===== src/gha_pkg.sv =====
`timescale 1ns / 1ps
// shared types and constants for the generational handle allocator
// no dependencies
package gha_pkg;

  localparam int TYPE_COUNT = 64;

  typedef enum logic [1:0] {
    MODE_BORROW = 2'd0,
    MODE_RETURN = 2'd1,
    MODE_CHECK  = 2'd2
  } mode_t;

  typedef enum logic [2:0] {
    ST_OK      = 3'd0,
    ST_FULL    = 3'd1,
    ST_TYPE    = 3'd2,
    ST_UNALLOC = 3'd3,
    ST_POOL    = 3'd4,
    ST_STALE   = 3'd5
  } status_t;

  // register select is address bit 3 (registers at 8-byte spacing)
  localparam logic REG_POOL_ID   = 1'b0;
  localparam logic REG_TYPE_MASK = 1'b1;

  typedef struct packed {
    logic accept;
    logic pop_rd;
    logic finish;
  } cmd_t;

  typedef struct packed {
    logic need_pop;
  } sts_t;

endpackage


===== src/gha_ctrl.sv =====
`timescale 1ns / 1ps
// request sequencer and result valid of the handle allocator
// uses gha_pkg
module gha_ctrl (
  input  logic          clk,
  input  logic          rst_n,
  input  logic          in_valid,
  output logic          in_ready,
  output logic          out_valid,
  input  logic          out_ready,
  input  gha_pkg::sts_t sts,
  output gha_pkg::cmd_t cmd
);
  import gha_pkg::*;

  typedef enum logic [1:0] {
    S_IDLE,
    S_POP,
    S_DONE
  } state_t;

  state_t state_r, state_nxt;
  logic   out_valid_r, out_valid_nxt;

  always_comb begin
    cmd.accept = (state_r == S_IDLE) && in_valid;
    cmd.pop_rd = (state_r == S_POP);
    cmd.finish = (state_r == S_DONE) && (!out_valid_r || out_ready);

    state_nxt = state_r;
    case (state_r)
      S_IDLE: begin
        if (cmd.accept) begin
          state_nxt = sts.need_pop ? S_POP : S_DONE;
        end
      end
      S_POP: state_nxt = S_DONE;
      S_DONE: begin
        if (cmd.finish) begin
          state_nxt = S_IDLE;
        end
      end
      default: state_nxt = S_IDLE;
    endcase

    out_valid_nxt = out_valid_r;
    if (cmd.finish) begin
      out_valid_nxt = 1'b1;
    end else if (out_ready) begin
      out_valid_nxt = 1'b0;
    end
  end

  always_ff @(posedge clk) begin
    if (!rst_n) begin
      state_r     <= S_IDLE;
      out_valid_r <= 1'b0;
    end else begin
      state_r     <= state_nxt;
      out_valid_r <= out_valid_nxt;
    end
  end

  assign in_ready  = (state_r == S_IDLE);
  assign out_valid = out_valid_r;

endmodule


===== config.mk =====
export PLATFORM = sky130hd
export DESIGN_NAME = gha_ctrl
export DESIGN_NICKNAME = d
export VERILOG_FILES = /design/src/gha_pkg.sv /design/src/gha_ctrl.sv
export SDC_FILE = /design/constraint.sdc
export NUM_CORES = 1
export LEC_CHECK = 0
export ABC_AREA = 0
export BUFFER_PORTS_ARGS = -buffer_cell sky130_fd_sc_hd__buf_2
export CORE_AREA = 2 2 39 41
export DETAILED_ROUTE_END_ITERATION = 6
export DIE_AREA = 0 0 41 43
export SLEW_MARGIN = 10
export SYNTH_ARGS = -nofsm -noshare
export SYNTH_HDL_FRONTEND = slang
export SYNTH_SLANG_ARGS = --single-unit

===== constraint.sdc =====
create_clock -name clk -period 1.3 [get_ports clk]
set_input_delay 0.325 -clock clk [delete_from_list [all_inputs] [get_ports clk]]
set_output_delay 0.325 -clock clk [all_outputs]
set_load 0.05 [all_outputs]

==> reports/metrics.cfg, run 1 <==
[cells_and_area]
stdcell_count=48
nFillCells=157
layout.nets=38
synthToLayoutAreaGrowth_pct=111
layout-drive-gt1-share=0.781
num_antenna_cells=0

[synthesis]
netlist_area_um2=150
synth_fa_ha_area_frac=0
syn_inst=16
synth_xor_area_frac=0
synthMuxAreaShare=0
yosysWarningCount=0
synth_cell_type_count=11
synth-compound-area-share=0.133
synth_top_family_by_area=simple AND/OR/NAND/NOR gates
ys_seq_area_frac=0.400
avgSynthCellArea_um2=9.38
syn_nets=21
yosys.area_share.simple=0.392
synth_seq_cells=3

[global_routing]
grt.overflow.total=0
gr-usage-met2=0.0875
top_usage_layer=met4
grt_pass1_wl_um=586
grt.met1_usage=0.0353
grtUsageTotal=0.0602
grt_max_degree=5
grt_use_met3=0.0157
grt_pass1_vias=175
grt_antenna_before_repair=0

[placed_design]
place_hpwl_um=279
numPortBuffers=9
place_ws_ns=0.0538
place.gp.congestion=0.520
place_inst=40

[worst_setup_path]
cp_max_fo=4
required_ns=0.98
endpoint_kind=output port
start_kind=flip-flop
path_class=reg2out
arrival_ns=1.01

[floorplanning]
die_h_um=43
ioPinCount=10
core_mm2=0.00138
rows=14
dieWidth_um=41
start_util=0.108
die-area_mm2=0.00176

[detailed_routing]
post_drt_wl_per_cell_um=8.25
drc=0
first_pass_iters=1
routed_via_density=3.46
initialDrtViolationCount=0
num_vias=166
drt_wl_total_um=396
drtAntennaViolNets=0

[clock_tree]
cts_made_buffers=3
clk_pin_slew_ns=0.04
clockBufferDepth=2
htree_levels=1
cts_sinks=3
ctsHoldBuffers=0
cts_tree=done
cts_root_buf=clkbuf_4
clock_latency_ns=0.23

[sta]
setup_viol=3
layout_worst_path_cycle_share=1.03
min_period_ns=1.33
fmax_ghz=0.750
rsz0062_at_grt=yes
slew_viol_final=0
finalHoldViolations=0
slew_headroom=0.836
worst_slack_ns=-0.0332
clock_skew_ns=0.00243
worst_slew_pin_slew_ns=0.248

[pwr]
p_per_area_mw_per_mm2=1290
p_leak_nw=0.147
power_mw=0.409
peakVddDrop_mv=0.197

[run]
maxCapViolCount=0

[status]
violations=negative setup slack
status=finished, violations left

[worst_hold_path]
hp-class=in2reg

[logic make-up (layout without fill, tap and decap cells)]
group / count (synthesis) / after routing
flops: 3 / 3
buf+inv: 2 / 18
compound gates: 2 / 2
simple gates: 9 / 9
[cell usage in the layout, fill, tap and decap left out]
cell type  synthesis  final
clkbuf_4           0      3
a21oi_1            1      1
nor2b_2            0      1
inv_1              1      1
clkbuf_1           0      1
dfxtp_2            0      2
nand2b_4           0      1
a221oi_2           1      1
nor2_4             0      1
nor2b_4            0      1
or3b_1             1      1
buf_4              1      5
nand2b_1           3      2
and2_4             0      1
dfxtp_4            0      1
and4_1             1      1
buf_8              0      1
buf_2              0      6
buf_6              0      1
[through the flow]
step / TNS (ns) / hold WS [ns] / cell area, um2 / util
after floorplan: -0.0765 / 0.466 / 163 / -
final: -0.0486 / 0.347 / 317 / 0.229
after CTS: -0.0801 / 0.344 / 297 / 0.214
after global routing: -0.144 / 0.360 / 317 / 0.229
after global placement: 0 / 0.476 / 220 / 0.159
after detailed placement: 0 / 0.488 / 220 / 0.159
[worst paths after layout]
| path | end | cells after the start | startpoint | slack, ns |
|---|---|---|---|---|
| worst min-delay path | state_r[1] | 3 | rst_n | 0.35 |
| worst min register to register | out_valid | 2 | out_valid | 0.51 |
| worst max register to register | state_r[1] | 5 | state_r[1] | 0.21 |
| worst max-delay path | cmd[2] | 3 | state_r[1] | -0.03 |
[registers in the layout, indices dropped and copies added, names as in the netlist]
name / flops
state_r: 2
out_valid: 1
[worst max-delay path, cell delays in order, from the launching register on]
cell     delay [ns]
dfxtp_4        0.36
nor2_4         0.12
and2_4         0.15
buf_8          0.13
[routing by layer]
layer	up-vias	routed length (um)
met5	-	0
met4	0	0
met3	0	21
met2	5	244
met1	75	130
li1	86	-
[cells in the mapped netlist]
master	number	area (um2)
dfxtp_1	3	60.1
nand2b_1	3	18.8
nor2b_1	2	12.5
a21oi_1	1	5.00
a221oi_2	1	15.0
and2_1	1	6.26
and4_1	1	8.76
buf_4	1	7.51
inv_1	1	3.75
nor2_1	1	3.75
or3b_1	1	8.76
[repair_timing]
item | CTS | global route
pin swaps | 2 | 2
buffers inserted | 2 | 2
endpoints found under the setup margin | 4 | 3
gates resized for setup | 12 | 1
hold endpoints to repair | 0 | 0
[power by group]
part / leakage [nW] / total (mW) / internal, mW / switching [mW]
clock: 0.0150 / 0.164 / 0.115 / 0.0487
combinational: 0.106 / 0.135 / 0.0612 / 0.0735
sequential: 0.0261 / 0.110 / 0.100 / 0.00977
[cell type report]
type	count	area [um2]	area share
clock buffer	4	26.3	0.0830
inverter	1	3.75	0.0119
multi-input combinational	11	106	0.336
sequential	3	66.3	0.209
tap	16	20.0	0.0632
timing repair buffer	13	93.8	0.296
(Power assumes the default switching activity.)
==> inputs of run 2 (changes only) <==
- CTS_BUF_LIST: not set -> sky130_fd_sc_hd__clkbuf_8
- clock period: 1.3 -> 1.1 ns (I/O delays scaled with it)
==> run 2 against run 1 <==
The flow still finishes with violations (negative setup slack). Utilization up 4.0 points. Critical endpoint unchanged. Power up 50%. Clock power up 91%. Routed wire length up 18%.
==> reports/metrics.cfg, run 2 (synthesized netlist as in run 1, its figures left out) <==
[worst_setup_path]
r2r-start=state_r[0]
cp_max_fo=4  ; unchanged
arrival_ns=0.99  ; -0.02 ns
max_stage_delay_ns=0.36  ; about the same
slowest_stage=dfxtp_4
required_ns=0.82  ; -0.16 ns
path_class=reg2out
worstRegToRegCells=2  ; -3
r2r_slack_ns=0.04  ; -0.17 ns
r2r-end=state_r[1]
path_cells=nor2_4, and2_4, buf_8
start_kind=flip-flop
endpoint_kind=output port
crit_path_start=state_r[1]
endpoint=cmd[2]

[floorplanning]
core_mm2=0.00138  ; unchanged
die-area_mm2=0.00176  ; unchanged
rows=14  ; unchanged
ioPinCount=10  ; unchanged
start_util=0.108  ; unchanged
die_h_um=43  ; unchanged
dieWidth_um=41  ; unchanged

[cells_and_area]
num_antenna_cells=0  ; unchanged
layout-drive-gt1-share=0.794  ; +0.0129
final_cell_mix=buf_2, buf_4, clkbuf_8, dfxtp_4, buf_8
top_register=state_r
largest_reg_flops=2  ; unchanged
stdcell_count=50  ; +4.2%
synthToLayoutAreaGrowth_pct=147
layout.nets=40  ; +5.3%

[global_routing]
top_usage_layer=met4
grt_pass1_wl_um=607  ; +3.6%
grtUsageTotal=0.0601  ; -0.000120
grt_use_met3=0.0157  ; unchanged
grt_max_degree=5  ; unchanged
grt.overflow.total=0  ; unchanged
gr-usage-met2=0.0813  ; -0.00625
grt_antenna_before_repair=0  ; unchanged
grt_pass1_vias=184  ; +5.1%
grt.met1_usage=0.0414  ; +0.00614

[detailed_routing]
routed_via_density=3.54  ; +2.4%
num_vias=177  ; +6.6%
initialDrtViolationCount=0  ; unchanged
drc=0  ; unchanged
drtAntennaViolNets=0  ; unchanged
drt_wl_total_um=469  ; +18%
first_pass_iters=1  ; unchanged
post_drt_wl_per_cell_um=9.38  ; +14%

[clock_tree]
cts_root_buf=clkbuf_8
htree_levels=1  ; unchanged
cts_tree=done
cts_sinks=3  ; unchanged
clk_pin_slew_ns=0.03  ; about the same
clockBufferDepth=2  ; unchanged
cts_made_buffers=3  ; unchanged
clock_latency_ns=0.22  ; about the same

[sta]
worst_slew_pin_slew_ns=0.249  ; +0.000587 ns
setup_viol=4  ; +1
slew_viol_final=0  ; unchanged
clock_skew_ns=0.00120  ; -0.00123 ns
worst_slack_ns=-0.166  ; -0.133 ns
min_period_ns=1.27
finalHoldViolations=0  ; unchanged
rsz0062_at_grt=yes
fmax_ghz=0.790
slew_headroom=0.835  ; about the same
layout_worst_path_cycle_share=1.15

[run]
maxCapViolCount=0  ; unchanged

[worst_hold_path]
hp-class=in2reg

[pwr]
peakVddDrop_mv=0.344  ; +75%
p_leak_nw=0.172  ; +17%
p_per_area_mw_per_mm2=1650  ; +28%
power_mw=0.614  ; +50%

[placed_design]
numPortBuffers=9  ; unchanged
place.gp.congestion=0.528  ; +1.6%
place_inst=44  ; +10%
place_hpwl_um=265  ; -5.1%

[status]
status=finished, violations left
violations=negative setup slack

run 2: how the worst min path moves through the flow:
stage	startpoint	to	slack (ns)	cells past startpoint
floorplan	rst_n	state_r[1]	0.41	2
detailed placement	sts	state_r[0]	0.54	2
CTS	rst_n	state_r[1]	0.33	3
finish	rst_n	state_r[1]	0.33	3
global route	sts	state_r[0]	0.35	2
global placement	sts	state_r[0]	0.54	2
run 2: timing repair:
item	4_1_cts	5_1_grt
hold buffers	0	0
resized for setup	9	6
buffers inserted	1	1
pin swaps	0	2
setup endpoints to repair	4	4
run 2: layout make-up:
class	instances	area, um2
Multi-Input combinational cell	11	111
Clock inverter	1	3.75
Clock buffer	3	41.3
Fill cell	152	1010
Sequential cell	3	71.3
Timing Repair Buffer	15	120
Tap cell	16	20.0
Inverter	1	3.75
run 2: worst max-delay path, delay by kind of cell (launching register included):
| kind | cells | cell delay, ns |
|---|---|---|
| buffers and inverters | 1 | 0.13 |
| flip-flops | 1 | 0.36 |
| AND/OR/NAND/NOR | 2 | 0.28 |
run 2: power breakdown:
part,internal (mW),switching (mW)
Combinational,0.0818,0.0913
Sequential,0.116,0.0111
Clock,0.238,0.0756
run 2: metal layers:
metal | part of all wire | vias up
met1 | 0.31 | 78
met5 | 0 | -
li1 | - | 88
met4 | 0.047 | 0
met3 | 0.060 | 2
met2 | 0.58 | 9
run 2: per-stage QoR:
stage | cell area (um2) | setup slack (ns) | hold slack (ns) | TNS (ns) | util
floorplan | 169 | -0.125 | 0.413 | -0.125 | -
global route | 372 | -0.206 | 0.345 | -0.748 | 0.269
detailed placement | 256 | -0.0235 | 0.542 | -0.0443 | 0.185
CTS | 342 | -0.166 | 0.328 | -0.606 | 0.247
global placement | 256 | -0.0244 | 0.541 | -0.0485 | 0.185
finish | 372 | -0.166 | 0.328 | -0.605 | 0.269
