<file path="src/gha_pkg.sv">
`timescale 1ns / 1ps
// shared types and constants for the generational handle allocator
// no dependencies
package gha_pkg;

  localparam int TYPE_COUNT = 64;

  typedef enum logic [1:0] {
    MODE_BORROW = 2'd0,
    MODE_RETURN = 2'd1,
    MODE_CHECK  = 2'd2
  } mode_t;

  typedef enum logic [2:0] {
    ST_OK      = 3'd0,
    ST_FULL    = 3'd1,
    ST_TYPE    = 3'd2,
    ST_UNALLOC = 3'd3,
    ST_POOL    = 3'd4,
    ST_STALE   = 3'd5
  } status_t;

  // register select is address bit 3 (registers at 8-byte spacing)
  localparam logic REG_POOL_ID   = 1'b0;
  localparam logic REG_TYPE_MASK = 1'b1;

  typedef struct packed {
    logic accept;
    logic pop_rd;
    logic finish;
  } cmd_t;

  typedef struct packed {
    logic need_pop;
  } sts_t;

endpackage

</file>
<file path="src/gha_cfg.sv">
`timescale 1ns / 1ps
// apb register block: pool id and type enable mask
// uses gha_pkg
module gha_cfg (
  input  logic        clk,
  input  logic        rst_n,
  input  logic        psel,
  input  logic        penable,
  input  logic        pwrite,
  input  logic [3:0]  paddr,
  input  logic [63:0] pwdata,
  output logic [63:0] prdata,
  output logic        pready,
  output logic [3:0]  pool_id,
  output logic [63:0] type_mask
);
  import gha_pkg::*;

  logic [3:0]  pool_id_r;
  logic [63:0] type_mask_r;
  logic        wr_en;

  assign pready = 1'b1;
  assign wr_en  = psel && penable && pwrite && pready;

  always_ff @(posedge clk) begin
    if (!rst_n) begin
      pool_id_r   <= 4'd0;
      type_mask_r <= 64'd1;
    end else if (wr_en) begin
      case (paddr[3])
        REG_POOL_ID:   pool_id_r <= pwdata[3:0];
        REG_TYPE_MASK: type_mask_r <= pwdata;
        default: ;
      endcase
    end
  end

  always_comb begin
    case (paddr[3])
      REG_POOL_ID:   prdata = {60'd0, pool_id_r};
      REG_TYPE_MASK: prdata = type_mask_r;
      default:       prdata = 64'd0;
    endcase
  end

  assign pool_id   = pool_id_r;
  assign type_mask = type_mask_r;

endmodule

</file>
<file path="config.mk">
export PLATFORM = sky130hd
export DESIGN_NAME = gha_cfg
export DESIGN_NICKNAME = d
export VERILOG_FILES = /design/src/gha_pkg.sv /design/src/gha_cfg.sv
export SDC_FILE = /design/constraint.sdc
export NUM_CORES = 1
export LEC_CHECK = 0
export BUFFER_PORTS_ARGS = -buffer_cell sky130_fd_sc_hd__buf_2
export CORE_MARGIN = 3
export CORE_UTILIZATION = 43
export DETAILED_ROUTE_END_ITERATION = 12
export HOLD_SLACK_MARGIN = 0.12
export PLACE_DENSITY = 0.79
export SYNTH_ARGS = -nofsm -noshare
export SYNTH_HDL_FRONTEND = slang
export SYNTH_SLANG_ARGS = --single-unit
</file>
<file path="constraint.sdc">
create_clock -name clk -period 1.2 [get_ports clk]
set_input_delay 0.24 -clock clk [delete_from_list [all_inputs] [get_ports clk]]
set_output_delay 0.24 -clock clk [all_outputs]
set_load 0.03 [all_outputs]
</file>
==> run_results.csv, run 1 <==
group,metric,value,unit
clock_network,htreeDepth,3,
timing,skew,0,ps
clock_network,cts_buffers,9,
drt,drt_iter0_markers,103,
yosys,yosys.area.top_type,"dfxtp_1",
timing,rsz0062_at_grt,"true",
timing,finalMaxSlewViolations,0,
hold_path,hp-class,"input port to flip-flop",
grt,grt_pass1_wl,14800,um
final_layout,antennaDiodeCount,0,
yosys,synth_common_cells,"131 x nand2_1, 68 x dfxtp_1, 68 x mux2i_1",
yosys,synth.yosys.seq_area_share,0.421,
final_layout,area_growth,67.4,%
setup_path,path_class,"flip-flop to output pin",
place,pre_cts_slack,-101,ps
setup_path,worst-path-max-fanout,2,
timing,setup_viol,6,
yosys,synthFlopType,"dfxtp_1",
grt,grt_start_max_net_pins,40,
yosys,yosys.cell_count.top_type,"nand2_1",
yosys,synth_cells,366,
yosys,synthDistinctLibCells,13,
setup_path,cp.required,960,ps
place,dp_hpwl,6620,um
grt,grt_pass1_vias,3146,
outcome,violations,"negative setup slack",
clock_network,ctsHoldBuffers,0,
floorplan,chipWidth,92.8,um
power_and_ir_drop,power.leakage,0.00265,uW
yosys,synth_edf_count,0,
clock_network,cts_tree,"done",
yosys,synth.ff_latch_count,68,
drt,vias,3356,
timing,setup_tns,-422,ps
power_and_ir_drop,vdd_drop_max,0.733,mV
floorplan,num_rows,31,
setup_path,cp.arrival,1080,ps
yosys,avgSynthCellArea,8.84,um^2
power_and_ir_drop,p_sw_frac,0.260,
floorplan,io_pins,206,
drt,dr.pass1.iters,4,
power_and_ir_drop,netSwitchingPower,1320,uW
clock_network,clock_sinks,68,
yosys,yosys_warnings,0,
grt,grt_antenna_before_repair,0,
drt,routed_wl,11300,um
timing,fin_crit,1320,ps
yosys,synth_area,3240,um^2
power_and_ir_drop,power.internal,3740,uW
setup_path,end_kind,"output pin",
place,globalplace.congestion,0.738,
yosys,synth_top_cell_area_share,0.421,
floorplan,coreArea,7290,um^2
power_and_ir_drop,combPwrFrac,0.167,
final_layout,finalNetCount,661,
power_and_ir_drop,seqPwrFrac,0.465,
yosys,netlist_top_cells_area,"dfxtp_1 42%, mux2i_1 21%, nand2_1 15%",
floorplan,dieArea,8600,um^2
floorplan,initial_utilization,0.444,
grt,grt_usage,0.213,
timing,fin_ws,-115,ps
timing,hold_viol,0,
power_and_ir_drop,power.total,5060,uW
grt,grt.overflow.total,0,
setup_path,cp-start-kind,"flip-flop",
timing,period_share,1.10,
final_layout,final_core_util,0.743,
clock_network,cts_max_path_buffers,2,
outcome,outcome,"complete, but fails checks",
yosys,async_flop_share,0,
clock_network,insertion_delay,320,ps
drt,viasPerCell,4.86,
timing,fmax,0.760,GHz
final_layout,drive_above_1_share,0.628,
drt,wl_per_cell,16.3,um
final_layout,nFillCells,508,
power_and_ir_drop,pwr_density_cell,934,nW/um^2
yosys,syn-num-nets,439,
place,port_buffers,201,
clock_network,cts_root_buf,"clkbuf_8",
power_and_ir_drop,power.share.clock,0.368,
floorplan,die_h,92.8,um
drt,antenna_violating_nets_post_route,0,
final_layout,stdcell_count,690,
drt,drcViolationCount,0,
clock_network,clk_pin_slew,70,ps
run,max-cap-violations,0,
place,dpl.cell_count,651,
[power by group through the flow]
stage               clock (uW)  sequential (uW)  combinational, uW
CTS                       1890             2340                733
finish                    1860             2350                843
detailed placement           0             2390                684
floorplan                    0             2490                330
global placement             0             2390                668
global route              1980             2360                895
[timing repair]
action	CTS	global route
pin swaps	0	1
setup endpoints to repair	64	68
cloned	0	4
setup buffers	5	16
gates resized for setup	149	109
[sequential cells by signal, summed over array words and instances, names as in the netlist]
signal,flops
type_mask,64
pool_id,4
[area by class of cell]
cell class              count  area (um^2)  area share
flip-flops and latches     68         1450       0.267
clock buffers              12          155      0.0286
multi-input cells         268         1750       0.322
repair buffers            241         1910       0.353
clock inverters             2         35.0     0.00647
well taps                  99          124      0.0229
[cells by family after synthesis]
| group | count (synthesis) | share of synthesized area |
|---|---|---|
| and+or+nand+nor | 195 | 0.278 |
| muxes | 72 | 0.224 |
| DFF | 68 | 0.421 |
| buffers and inverters | 30 | 0.0761 |
| other | 1 | 0.00116 |
[per-stage QoR]
stage,cell area [um^2],hold WS (ps)
3_5_place_dp,4340,462
4_1_cts,4960,129
2_1_floorplan,3240,379
6_report,5420,142
3_3_place_gp,4340,451
5_1_grt,5420,132
[worst max-delay path: stages (launching register included)]
cell and delay, ps:
dfxtp_2 330, mux2_4 280, buf_6 140
[final timing paths]
check	depth (start not counted)	end	from	slack [ps]
worst min-delay path	3	type_mask[30]$_SDFFE_PN0P_	pwdata[30]	140
worst max-delay path	2	prdata[2]	pool_id[2]$_SDFFE_PN0P_	-120
worst min register to register	2	type_mask[32]$_SDFFE_PN0P_	type_mask[32]$_SDFFE_PN0P_	470
worst max register to register	3	type_mask[50]$_SDFFE_PN0P_	type_mask[50]$_SDFFE_PN0P_	480
[cells in the final DEF (no fill, tap or decap), drive strengths merged, types with 2 or more instances in the layout]
cell type	count
mux2i	68
mux2	4
clkbuf	15
nand2	131
nor2b	2
and2	60
buf	238
dfxtp	68
[metal layers]
metal,wire (um),track usage,up-vias
met5,0,0,-
met3,589,0.0512,21
met4,204,0.0842,0
met2,6150,0.410,135
li1,-,-,1603
met1,4310,0.218,1597
Note: power is estimated with default switching activity, not from simulation.
==> inputs of run 2 (changes only) <==
--- a/config.mk
+++ b/config.mk
@@ -8,3 +8,2 @@
 export BUFFER_PORTS_ARGS = -buffer_cell sky130_fd_sc_hd__buf_2
-export CORE_MARGIN = 3
 export CORE_UTILIZATION = 43
==> constraint.sdc (replaced) <==
create_clock -name clk -period 1.2 [get_ports clk]
set_input_delay 0.18 -clock clk [delete_from_list [all_inputs] [get_ports clk]]
set_output_delay 0.18 -clock clk [all_outputs]
set_load 0.03 [all_outputs]
==> run 2 against run 1 <==
Against the previous run:
- the run still ends with negative setup slack left
- utilization grew 0.24 points
- final cell count grew 5.8%
- global-route usage grew 2.2 points
- sequential cell count is the same
- clock-buffer cell count grew 3
- combinational power grew 2.8%
- sequential power is essentially flat
- maximum frequency grew 4.7%
- first-iteration DRC count grew 7.8%
- largest cell class unchanged
==> run_results.csv, run 2 (synthesis results as in run 1) <==
group,metric,value,unit
setup_path,r2r-start,"type_mask[0]$_SDFFE_PN1P_",
timing,fin_crit,1260,ps
drt,antenna_violating_nets_post_route,0,
timing,setup_tns,-200,ps
run,max-cap-violations,0,
timing,hold_viol,0,
grt,grt_pass1_vias,3154,
floorplan,chipWidth,88.8,um
drt,drt_iter0_markers,111,
timing,finalMaxSlewViolations,0,
clock_network,clk_pin_slew,70,ps
timing,setup_viol,4,
setup_path,critPathLaunch,"pool_id[2]$_SDFFE_PN0P_",
final_layout,area_growth,67.1,%
floorplan,num_rows,31,
grt,grt.overflow.total,0,
floorplan,initial_utilization,0.446,
timing,rsz0062_at_grt,"true",
floorplan,io_pins,206,
place,pre_cts_slack,-32.6,ps
final_layout,layout_common_cells,"137 x buf_2, 131 x nand2_1, 68 x mux2i_1",
outcome,outcome,"complete, but fails checks",
outcome,violations,"negative setup slack",
floorplan,dieArea,7880,um^2
timing,period_share,1.05,
floorplan,die_h,88.8,um
power_and_ir_drop,vdd_drop_max,0.552,mV
setup_path,cp.required,1020,ps
final_layout,drive_above_1_share,0.453,
clock_network,cts_tree,"done",
drt,vias,3437,
grt,grt_usage,0.236,
final_layout,finalNetCount,699,
clock_network,insertion_delay,330,ps
clock_network,cts_buffers,9,
grt,grt_pass1_wl,14300,um
place,globalplace.congestion,0.773,
setup_path,ff2ff_path_depth,3,
drt,routed_wl,10100,um
place,dpl.cell_count,644,
final_layout,mostFrequentLayoutCell,"buf_2",
timing,fmax,0.796,GHz
drt,viasPerCell,4.71,
final_layout,nFillCells,504,
timing,fin_ws,-56.2,ps
place,dp_hpwl,5660,um
setup_path,end_kind,"output pin",
hold_path,hp-class,"input port to flip-flop",
hold_path,min-delay-start,"rst_n",
power_and_ir_drop,pwr_density_cell,915,nW/um^2
setup_path,cp-start-kind,"flip-flop",
final_layout,final_core_util,0.746,
place,port_buffers,201,
setup_path,path_class,"flip-flop to output pin",
drt,drcViolationCount,0,
grt,grt_antenna_before_repair,0,
clock_network,clock_sinks,68,
grt,grt_start_max_net_pins,61,
clock_network,cts_root_buf,"clkbuf_8",
clock_network,htreeDepth,3,
final_layout,stdcell_count,730,
setup_path,cp.arrival,1080,ps
final_layout,antennaDiodeCount,0,
setup_path,worst-path-max-fanout,2,
final_layout,largest_reg_flops,64,
timing,skew,0,ps
power_and_ir_drop,power.leakage,0.00263,uW
setup_path,r2r-end,"type_mask[0]$_SDFFE_PN1P_",
drt,dr.pass1.iters,4,
clock_network,cts_max_path_buffers,2,
floorplan,coreArea,7250,um^2
drt,wl_per_cell,13.9,um
setup_path,crit_end,"prdata[2]",
setup_path,r2r_setup_slack,430,ps
run 2: worst max-delay path, cell delays in order (launching register included):
cell	delay, ps
dfxtp_2	330
mux2_4	270
buf_6	140
run 2: area by class of cell:
cell class,instances,area [um^2],area share
tap,99,124,0.0229
clock buffer,15,176,0.0326
clock inverter,1,5.00,0.000925
timing repair buffer,279,2030,0.375
sequential,68,1420,0.263
multi-input combinational,268,1650,0.306
run 2: metrics by stage:
stage	cell area (um^2)	hold slack, ps	power, uW
CTS	5210	173	4940
finish	5410	181	4950
floorplan	3240	319	2820
global route	5410	195	5150
detailed placement	4260	432	3040
global placement	4260	427	3030
run 2: timing repair:
item                                    4_1_cts  5_1_grt
setup buffers                                 6        0
hold endpoints to repair                     68        0
gates cloned                                  0        0
pin swaps                                     0        0
gates resized for setup                      35      127
hold buffers                                 64        0
endpoints found under the setup margin       21       61
run 2: layer usage:
metal | vias up | wire, um | part of all wire | global-route usage
met4 | 0 | 262 | 0.026 | 0.109
met3 | 26 | 486 | 0.048 | 0.0410
li1 | 1674 | - | - | -
met2 | 145 | 5430 | 0.54 | 0.440
met1 | 1592 | 3960 | 0.39 | 0.258
met5 | - | 0 | 0 | 0
run 2: how the worst min path moves through the flow:
stage	to	slack, ps	depth (start not counted)
floorplan	pool_id[0]$_SDFFE_PN0P_	320	2
global placement	type_mask[59]$_SDFFE_PN0P_	430	3
detailed placement	type_mask[18]$_SDFFE_PN0P_	430	3
CTS	type_mask[40]$_SDFFE_PN0P_	170	3
global route	type_mask[49]$_SDFFE_PN0P_	190	3
finish	type_mask[49]$_SDFFE_PN0P_	180	3
run 2: power breakdown:
group	switching [uW]	total, uW	internal (uW)
logic	447	867	420
registers	37.3	2350	2310
clock network	810	1730	921
total	1290	4950	3650
